**src/rtl/pcc_pkg.sv**
```systemverilog
// pcc_pkg: shared types, codes and color tables of the palette color cycler.
// Used by pcc_entry_gen and palette_color_cycler_unit; depends on nothing.
`default_nettype none

package pcc_pkg;

  // Configuration register indexes
  localparam int CFG_IDX_W = 1;
  localparam logic [CFG_IDX_W-1:0] CFG_SPEED_FACTOR = 1'b0;
  localparam logic [CFG_IDX_W-1:0] CFG_CYCLE_ENABLE = 1'b1;

  // Input operation codes
  localparam logic OP_TICK    = 1'b0;
  localparam logic OP_RESTART = 1'b1;

  // Timing and palette constants
  localparam logic [15:0] INTERVAL_MS  = 16'd200;
  localparam logic [7:0]  FIRST_ENTRY  = 8'd229;
  localparam logic [4:0]  LAST_K       = 5'd25;
  localparam logic [5:0]  PULSE_TOP    = 6'd60;
  localparam logic [5:0]  PULSE_STEP   = 6'd4;

  // Color groups
  typedef enum logic [2:0] {
    GRP_WASTE  = 3'd0,
    GRP_GLOW   = 3'd1,
    GRP_FIRE   = 3'd2,
    GRP_BURN   = 3'd3,
    GRP_SCREEN = 3'd4,
    GRP_PULSE  = 3'd5
  } pcc_group_t;

  // Rotation start of each group
  typedef struct packed {
    logic [1:0] waste;
    logic [2:0] glow;
    logic [2:0] fire;
    logic [2:0] burn;
    logic [2:0] screen;
  } pcc_phase_t;

  // 8-bit RGB of a group slot, packed as {r, g, b}
  function automatic logic [23:0] pcc_color(input pcc_group_t g, input logic [2:0] s);
    logic [23:0] c;
    c = 24'h000000;
    case (g)
      GRP_WASTE: begin
        case (s)
          3'd0:    c = 24'h006C00;
          3'd1:    c = 24'h0B7307;
          3'd2:    c = 24'h1B7B0F;
          3'd3:    c = 24'h2B831B;
          default: c = 24'h000000;
        endcase
      end
      GRP_GLOW: begin
        case (s)
          3'd0:    c = 24'h6B6B6F;
          3'd1:    c = 24'h63677F;
          3'd2:    c = 24'h576B8F;
          3'd3:    c = 24'h0093A3;
          3'd4:    c = 24'h6BBBFF;
          default: c = 24'h000000;
        endcase
      end
      GRP_FIRE: begin
        case (s)
          3'd0:    c = 24'hFF0000;
          3'd1:    c = 24'hD70000;
          3'd2:    c = 24'h932B0B;
          3'd3:    c = 24'hFF7700;
          3'd4:    c = 24'hFF3B00;
          default: c = 24'h000000;
        endcase
      end
      GRP_BURN: begin
        case (s)
          3'd0:    c = 24'h470000;
          3'd1:    c = 24'h7B0000;
          3'd2:    c = 24'hB30000;
          3'd3:    c = 24'h7B0000;
          3'd4:    c = 24'h470000;
          default: c = 24'h000000;
        endcase
      end
      GRP_SCREEN: begin
        case (s)
          3'd0:    c = 24'h533F2B;
          3'd1:    c = 24'h4B3B2B;
          3'd2:    c = 24'h433727;
          3'd3:    c = 24'h3F3327;
          3'd4:    c = 24'h372F23;
          3'd5:    c = 24'h332B23;
          default: c = 24'h000000;
        endcase
      end
      default: c = 24'h000000;
    endcase
    return c;
  endfunction

endpackage

`default_nettype wire

```
**src/rtl/pcc_entry_gen.sv**
```systemverilog
// pcc_entry_gen: color of one palette entry from its offset, the group phases
// and the pulse level. Uses pcc_pkg for the tables and the phase struct.
`default_nettype none

module pcc_entry_gen (
  input  wire logic [4:0]         k,
  input  wire pcc_pkg::pcc_phase_t phase,
  input  wire logic [5:0]         pulse_red,
  output logic [7:0]              entry_index,
  output logic [5:0]              red_level,
  output logic [5:0]              green_level,
  output logic [5:0]              blue_level,
  output logic                    last_entry
);
  import pcc_pkg::*;

  pcc_group_t  grp;
  logic [4:0]  base;
  logic [3:0]  n;
  logic [2:0]  ph;
  logic [2:0]  loc;
  logic [3:0]  sum;
  logic [2:0]  slot;
  logic [23:0] rgb;

  // Find the group of this entry
  always_comb begin
    grp  = GRP_PULSE;
    base = LAST_K;
    n    = 4'd1;
    ph   = 3'd0;
    case (k) inside
      [5'd0:5'd3]: begin
        grp = GRP_WASTE;  base = 5'd0;  n = 4'd4; ph = {1'b0, phase.waste};
      end
      [5'd4:5'd8]: begin
        grp = GRP_GLOW;   base = 5'd4;  n = 4'd5; ph = phase.glow;
      end
      [5'd9:5'd13]: begin
        grp = GRP_FIRE;   base = 5'd9;  n = 4'd5; ph = phase.fire;
      end
      [5'd14:5'd18]: begin
        grp = GRP_BURN;   base = 5'd14; n = 4'd5; ph = phase.burn;
      end
      [5'd19:5'd24]: begin
        grp = GRP_SCREEN; base = 5'd19; n = 4'd6; ph = phase.screen;
      end
      default: begin
        grp = GRP_PULSE;  base = LAST_K; n = 4'd1; ph = 3'd0;
      end
    endcase
  end

  // Rotated slot: (phase + local offset) mod group size
  assign loc  = 3'(k - base);
  assign sum  = {1'b0, ph} + {1'b0, loc};
  assign slot = (sum >= n) ? 3'(sum - n) : sum[2:0];
  assign rgb  = pcc_color(grp, slot);

  // Drop the two low bits of each component; the pulse entry is red only
  always_comb begin
    if (grp == GRP_PULSE) begin
      red_level   = pulse_red;
      green_level = 6'd0;
      blue_level  = 6'd0;
    end else begin
      red_level   = rgb[23:18];
      green_level = rgb[15:10];
      blue_level  = rgb[7:2];
    end
  end

  assign entry_index = FIRST_ENTRY + {3'b000, k};
  assign last_entry  = (k == LAST_K);

endmodule

`default_nettype wire

```
**src/rtl/palette_color_cycler_unit.sv**
```systemverilog
// palette_color_cycler_unit: sequencer, timer check and output register.
// Depends on pcc_pkg and pcc_entry_gen.
//
// Usage: the input channel (in_valid/in_stall, in_op, in_now_ms) takes one
// transaction at a time. A restart clears the update timer and yields
// nothing. A tick is checked in the cycle after it is taken: when cycling
// is enabled and in_now_ms minus the last update time reaches 200 ms times
// speed_factor, the block steps the red pulse, sends entries 229 to 254 in
// ascending order on the output channel, one transaction per cycle while
// out_stall stays low, out_last_entry marking entry 254, and then rotates
// its color groups. The first entry is registered in the emit state after
// the check state. An updating tick holds in_stall high through the check
// state and until all 26 entries are loaded; a tick without update holds
// in_stall only through the check state. The next transaction is taken only
// when the block is back in idle: a stall on out_stall holds the current
// entry in the single output register and pauses the sequence.
// Reset (rst_n low, synchronous) clears timer, phases and pulse, sets
// speed_factor to 1 and cycling enabled, and empties the output register.
// Configuration writes (cfg_we, cfg_index, cfg_wdata) take effect at once and
// belong only in idle periods.
`default_nettype none

module palette_color_cycler_unit (
  input  wire logic                          clk,
  input  wire logic                          rst_n,
  // configuration port
  input  wire logic                          cfg_we,
  input  wire logic [pcc_pkg::CFG_IDX_W-1:0] cfg_index,
  input  wire logic [7:0]                    cfg_wdata,
  // input channel
  input  wire logic                          in_valid,
  output logic                               in_stall,
  input  wire logic                          in_op,
  input  wire logic [31:0]                   in_now_ms,
  // output channel
  output logic                               out_valid,
  input  wire logic                          out_stall,
  output logic [7:0]                         out_entry_index,
  output logic [5:0]                         out_red_level,
  output logic [5:0]                         out_green_level,
  output logic [5:0]                         out_blue_level,
  output logic                               out_last_entry
);
  import pcc_pkg::*;

  typedef enum logic [2:0] {
    ST_IDLE  = 3'b001,
    ST_CHECK = 3'b010,
    ST_EMIT  = 3'b100
  } state_t;

  state_t      state_r, state_nxt;
  logic [15:0] interval_r, interval_nxt;
  logic        enable_r, enable_nxt;
  logic [31:0] last_r, last_nxt;
  logic [31:0] now_r, now_nxt;
  pcc_phase_t  phase_r, phase_nxt;
  logic [5:0]  pulse_red_r, pulse_red_nxt;
  logic        rising_r, rising_nxt;
  logic [4:0]  cnt_r, cnt_nxt;
  logic        out_valid_r, out_valid_nxt;

  logic [7:0]  out_index_r;
  logic [5:0]  out_red_r, out_green_r, out_blue_r;
  logic        out_last_r;

  logic        in_take;
  logic        load_out;
  logic [31:0] elapsed;
  logic        due;
  logic        flip;

  logic [7:0]  gen_index;
  logic [5:0]  gen_red, gen_green, gen_blue;
  logic        gen_last;

  // Color of the entry under the counter
  pcc_entry_gen u_gen (
    .k           (cnt_r),
    .phase       (phase_r),
    .pulse_red   (pulse_red_r),
    .entry_index (gen_index),
    .red_level   (gen_red),
    .green_level (gen_green),
    .blue_level  (gen_blue),
    .last_entry  (gen_last)
  );

  assign in_stall = (state_r != ST_IDLE);
  assign in_take  = in_valid && !in_stall;
  assign load_out = (state_r == ST_EMIT) && (!out_valid_r || !out_stall);
  assign elapsed  = now_r - last_r;
  assign due      = enable_r && (elapsed >= {16'd0, interval_r});
  assign flip     = (pulse_red_r == 6'd0) || (pulse_red_r == PULSE_TOP);

  // Sequencer and state update
  always_comb begin
    state_nxt     = state_r;
    interval_nxt  = interval_r;
    enable_nxt    = enable_r;
    last_nxt      = last_r;
    now_nxt       = now_r;
    phase_nxt     = phase_r;
    pulse_red_nxt = pulse_red_r;
    rising_nxt    = rising_r;
    cnt_nxt       = cnt_r;
    out_valid_nxt = load_out || (out_valid_r && out_stall);

    if (cfg_we) begin
      case (cfg_index)
        CFG_SPEED_FACTOR: interval_nxt = 16'(cfg_wdata) * INTERVAL_MS;
        CFG_CYCLE_ENABLE: enable_nxt   = cfg_wdata[0];
        default: ;
      endcase
    end

    case (state_r)
      ST_IDLE: begin
        if (in_take) begin
          if (in_op == OP_RESTART) begin
            last_nxt = 32'd0;
          end else begin
            now_nxt   = in_now_ms;
            state_nxt = ST_CHECK;
          end
        end
      end
      ST_CHECK: begin
        // Take the update: stamp the time and step the pulse
        if (due) begin
          last_nxt   = now_r;
          rising_nxt = rising_r ^ flip;
          if (rising_r ^ flip) begin
            pulse_red_nxt = pulse_red_r + PULSE_STEP;
          end else begin
            pulse_red_nxt = pulse_red_r - PULSE_STEP;
          end
          cnt_nxt   = 5'd0;
          state_nxt = ST_EMIT;
        end else begin
          state_nxt = ST_IDLE;
        end
      end
      ST_EMIT: begin
        if (load_out) begin
          cnt_nxt = cnt_r + 5'd1;
          // Rotate every group once the last entry is out
          if (cnt_r == LAST_K) begin
            phase_nxt.waste  = phase_r.waste - 2'd1;
            phase_nxt.glow   = (phase_r.glow == 3'd0) ? 3'd4 : phase_r.glow - 3'd1;
            phase_nxt.fire   = (phase_r.fire == 3'd0) ? 3'd4 : phase_r.fire - 3'd1;
            phase_nxt.burn   = (phase_r.burn == 3'd0) ? 3'd4 : phase_r.burn - 3'd1;
            phase_nxt.screen = (phase_r.screen == 3'd0) ? 3'd5 : phase_r.screen - 3'd1;
            cnt_nxt          = 5'd0;
            state_nxt        = ST_IDLE;
          end
        end
      end
      default: state_nxt = ST_IDLE;
    endcase
  end

  // Control and state registers
  always_ff @(posedge clk) begin
    if (!rst_n) begin
      state_r     <= ST_IDLE;
      interval_r  <= INTERVAL_MS;
      enable_r    <= 1'b1;
      last_r      <= 32'd0;
      phase_r     <= '0;
      pulse_red_r <= 6'd0;
      rising_r    <= 1'b0;
      cnt_r       <= 5'd0;
      out_valid_r <= 1'b0;
    end else begin
      state_r     <= state_nxt;
      interval_r  <= interval_nxt;
      enable_r    <= enable_nxt;
      last_r      <= last_nxt;
      phase_r     <= phase_nxt;
      pulse_red_r <= pulse_red_nxt;
      rising_r    <= rising_nxt;
      cnt_r       <= cnt_nxt;
      out_valid_r <= out_valid_nxt;
    end
  end

  // Payload registers
  always_ff @(posedge clk) begin
    now_r <= now_nxt;
    if (load_out) begin
      out_index_r <= gen_index;
      out_red_r   <= gen_red;
      out_green_r <= gen_green;
      out_blue_r  <= gen_blue;
      out_last_r  <= gen_last;
    end
  end

  assign out_valid       = out_valid_r;
  assign out_entry_index = out_index_r;
  assign out_red_level   = out_red_r;
  assign out_green_level = out_green_r;
  assign out_blue_level  = out_blue_r;
  assign out_last_entry  = out_last_r;

`ifndef ASSERT_OFF
  a_restart_clears: assert property (@(posedge clk) disable iff (!rst_n)
    (in_valid && !in_stall && in_op == OP_RESTART) |=> (last_r == 32'd0))
    else $error("restart did not clear the update timer");

  a_pulse_range: assert property (@(posedge clk) disable iff (!rst_n)
    (pulse_red_r[1:0] == 2'b00) && (pulse_red_r <= PULSE_TOP))
    else $error("pulse level left its range");

  a_cnt_range: assert property (@(posedge clk) disable iff (!rst_n)
    (state_r == ST_EMIT) |-> (cnt_r <= LAST_K))
    else $error("entry counter overran");

  a_last_is_pulse: assert property (@(posedge clk) disable iff (!rst_n)
    (out_valid && out_last_entry) |-> (out_entry_index == 8'd254))
    else $error("last entry flag on wrong entry");

  a_emit_blocks_input: assert property (@(posedge clk) disable iff (!rst_n)
    load_out |-> in_stall)
    else $error("input taken during emission");
`endif

endmodule

`default_nettype wire
```
**config.mk**
```make
export PLATFORM = sky130hd
export DESIGN_NAME = palette_color_cycler_unit
export DESIGN_NICKNAME = d
export VERILOG_FILES = /design/src/rtl/pcc_pkg.sv /design/src/rtl/pcc_entry_gen.sv /design/src/rtl/palette_color_cycler_unit.sv
export SDC_FILE = /design/constraint.sdc
export NUM_CORES = 1
export LEC_CHECK = 0
export BUFFER_PORTS_ARGS = -buffer_cell sky130_fd_sc_hd__buf_2
export CORE_MARGIN = 2
export CORE_UTILIZATION = 45
export DETAILED_ROUTE_END_ITERATION = 16
export GPL_TIMING_DRIVEN = 0
export PLACE_DENSITY = 0.65
export SKIP_LAST_GASP = 1
export SYNTH_ARGS = -nofsm -noshare
export SYNTH_HDL_FRONTEND = slang
export SYNTH_SLANG_ARGS = --single-unit
```
**constraint.sdc**
```tcl
create_clock -name clk -period 5.5 [get_ports clk]
set_input_delay 0.55 -clock clk [delete_from_list [all_inputs] [get_ports clk]]
set_output_delay 0.55 -clock clk [all_outputs]
set_load 0.005 [all_outputs]
```
==> results.cfg <==
[worst_setup_path]
required_ns = 5.83
timing.rr.start = now_r[0]
crit_fanout = 10
ff2ff_path_depth = 21
path_class = flop to flop
r2r_setup_slack_ns = 0.22
crit_path_start = now_r[0]
r2r_end = last_r[6]
cp-end-kind = flop
startpoint_type = flop
cp_data_arrival_time_ns = 5.61

[cells_and_area]
final_common_cell = a21oi_1
nets = 1215
n_fill_cell = 1787
layoutNonFillerInstCount = 1344
ff_latch_area_mm2 = 0.00323
antenna_cells = 0
drive_above_1_share_pct = 16.5
area_growth_pct = 17.6
layout_common_cells = a21oi_1 (93), inv_1 (89), nand2_1 (89)
multiInputGateArea_mm2 = 0.00513

[timing]
timing.setup.tns_ns = 0
drv_slew = 0
period_needed_ns = 5.28
finalCritPeriodShare_pct = 95.9
worstMarginPinSlew_ns = 1.11
skew_ns = 0.0183
fmax_ghz = 0.190
fin_hold_ws_ns = 0.294
finalHoldViolCount = 0
slew_headroom_pct = 26.0
setup_viol = 0

[floorplan]
io_pins = 76
die_y_um = 143
die_x_um = 143
initial_core_util_pct = 46.2
design.core.area_mm2 = 0.0189
rows = 50
dieArea_mm2 = 0.0205

[flow_run]
cap_viol_max_count = 0

[placed_design]
routabilityCongestion = 0.926
place_inst = 1305
hpwl_um = 15300
place.port_buffers = 74

[pwr]
ir_drop_mv = 0.209
pwr-share-seq_pct = 38.8
intPower_uw = 1950
p_sw_share_pct = 32.2
p_clk_share_pct = 37.4
powerDensity_mw_per_mm2 = 280
power_switching_uw = 925
p_leak_uw = 0.00401
p_comb_share_pct = 23.8

[clock_tree]
cts_tree = yes
clkSlewWorstSetupHoldPaths_ns = 0.07
cts_buffer_depth = 2
clkLatencyLatePin_ns = 0.44
clkSinkCount = 132
cts_buffers = 17
htreeDepth = 4
cts_root_buffer = clkbuf_16

[detailed_routing]
route.detailed.drc = 0
route.vias.total = 7509
wl_per_cell_um = 15.4
drt-total-wl_um = 20700
drt-pass1-iter-count = 5
drt_iter0_markers = 643
ant_nets = 0
routed_via_density = 5.59

[synthesis]
synthArstFlopShare_pct = 0
synth_edf_count = 58
ys_seq_elements = 132
mappedNetlistArea_mm2 = 0.00872
avgSynthCellArea_um2 = 8.98
synth.distinct_cells = 71
synth_seq_area_share_pct = 37.0
synthCells = 971
synth_warnings = 0
syn_nets = 1115
ys.flop_type = dfxtp_1

[worst_hold_path]
whs_path_depth = 1
min_to = now_r[18]
hp-class = input port to flop
hp-start = in_now_ms[18]

[grt]
grt_pass1_wl_um = 33600
grt_max_degree = 33
track_usage_pct = 20.5
grt_pass1_vias = 6844
grt_overflow = 0
antenna_found_initial = 0

[status]
status = finished clean
==> registers in the layout (all words and copies together) (netlist names), 3 cells and up <==
register / flops
interval_r: 13
out_entry_index: 7
phase_r: 14
out_green_level: 6
state_r: 3
out_blue_level: 6
pulse_red_r: 4
now_r: 32
out_red_level: 6
last_r: 32
cnt_r: 5
==> metal layers <==
metal  routed length, µm  track usage, %
met5                   0               0
met3                1070            3.42
met4                 280            6.40
met2                8810            30.7
met1               10500            30.0
==> worst max-delay path by stage <==
stage                                     to  slack [ns]  depth (start not counted)
final                              last_r[6]        0.22                         21
after floorplan           out_green_level[2]        0.13                         17
after CTS                         last_r[24]       0.009                         21
after global routing      out_green_level[2]       -0.07                         22
after detailed placement    out_red_level[0]       -1.04                         18
after global placement      out_red_level[0]       -1.15                         18
==> cells in the mapped netlist (all sizes together) (9+ instances only) <==
| library cell | count | share of area [%] |
|---|---|---|
| nand4 | 11 | 0.79 |
| xnor2 | 31 | 3.1 |
| nand2 | 91 | 3.9 |
| nand3 | 11 | 0.69 |
| clkbuf | 27 | 1.2 |
| and2 | 9 | 0.67 |
| dfxtp | 74 | 17 |
| a211oi | 11 | 0.95 |
| o21bai | 11 | 0.95 |
| nor2 | 74 | 3.2 |
| inv | 92 | 4.0 |
| ha | 89 | 13 |
| a21o | 14 | 1.2 |
| o21ai | 52 | 3.0 |
| a21oi | 96 | 5.5 |
| xor2 | 12 | 1.2 |
| nor3 | 16 | 0.92 |
| a32o | 32 | 3.7 |
| buf | 15 | 1.2 |
| edfxtp | 58 | 20 |
==> metrics by stage <==
step	power, µW	instance area, µm²	util (%)	setup slack (ns)
2_1_floorplan	1630	8740	-	0.129
3_5_place_dp	1800	9440	49.9	-1.04
5_1_grt	3030	10300	54.3	-0.0653
4_1_cts	2880	10100	53.4	0.00859
3_3_place_gp	1790	9440	49.9	-1.15
6_report	2870	10300	54.3	0.223
==> worst max-delay path, cell delays in order, from the launching register on <==
cell       delay (ns)
edfxtp_1         0.41
inv_1            0.08
ha_2             0.18
fa_2             0.21
and2b_2          0.25
o2111ai_4        0.28
a21oi_2          0.10
or2_2            0.33
nor2_1           0.12
xnor2_1          0.14
ha_1             0.26
nor2b_1          0.13
o21ai_1          0.17
o311ai_1         0.13
a311o_1          0.32
or4_1            0.50
or4_1            0.39
or4_4            0.46
o21ba_1          0.20
buf_6            0.14
buf_6            0.14
a32o_1           0.21
==> layout make-up <==
type	instances	share of cell area (%)
clock buffer	17	4.15
sequential	132	31.5
tap	260	3.17
timing repair buffer	82	4.23
inverter	93	3.40
buffer	41	2.28
clock inverter	15	1.20
multi-input combinational	704	50.1
==> timing repair <==
action | 4_1_cts | 5_1_grt
hold buffers | 0 | 0
buffers inserted | 3 | 5
setup endpoints to repair | 62 | 62
gates resized for setup | 21 | 51
pin swaps | 2 | 8
==> cell families (layout without fill, tap and decap cells) <==
family	Yosys count	after routing	share of synthesized area, %
flops	132	132	37.0
mux	7	7	0.832
xor+xnor	43	43	4.32
compound gates	295	295	22.7
simple gates	262	262	14.2
fa+ha+maj	97	97	14.6
buf+inv	135	248	6.41
==> power by group through the flow <==
stage	Clock, µW	Sequential, µW	Combinational [µW]
floorplan	0	1120	503
CTS	1090	1120	674
global placement	0	1140	648
finish	1070	1110	684
detailed placement	0	1140	659
global route	1130	1120	774
Note: power is estimated with default switching activity, not from simulation.
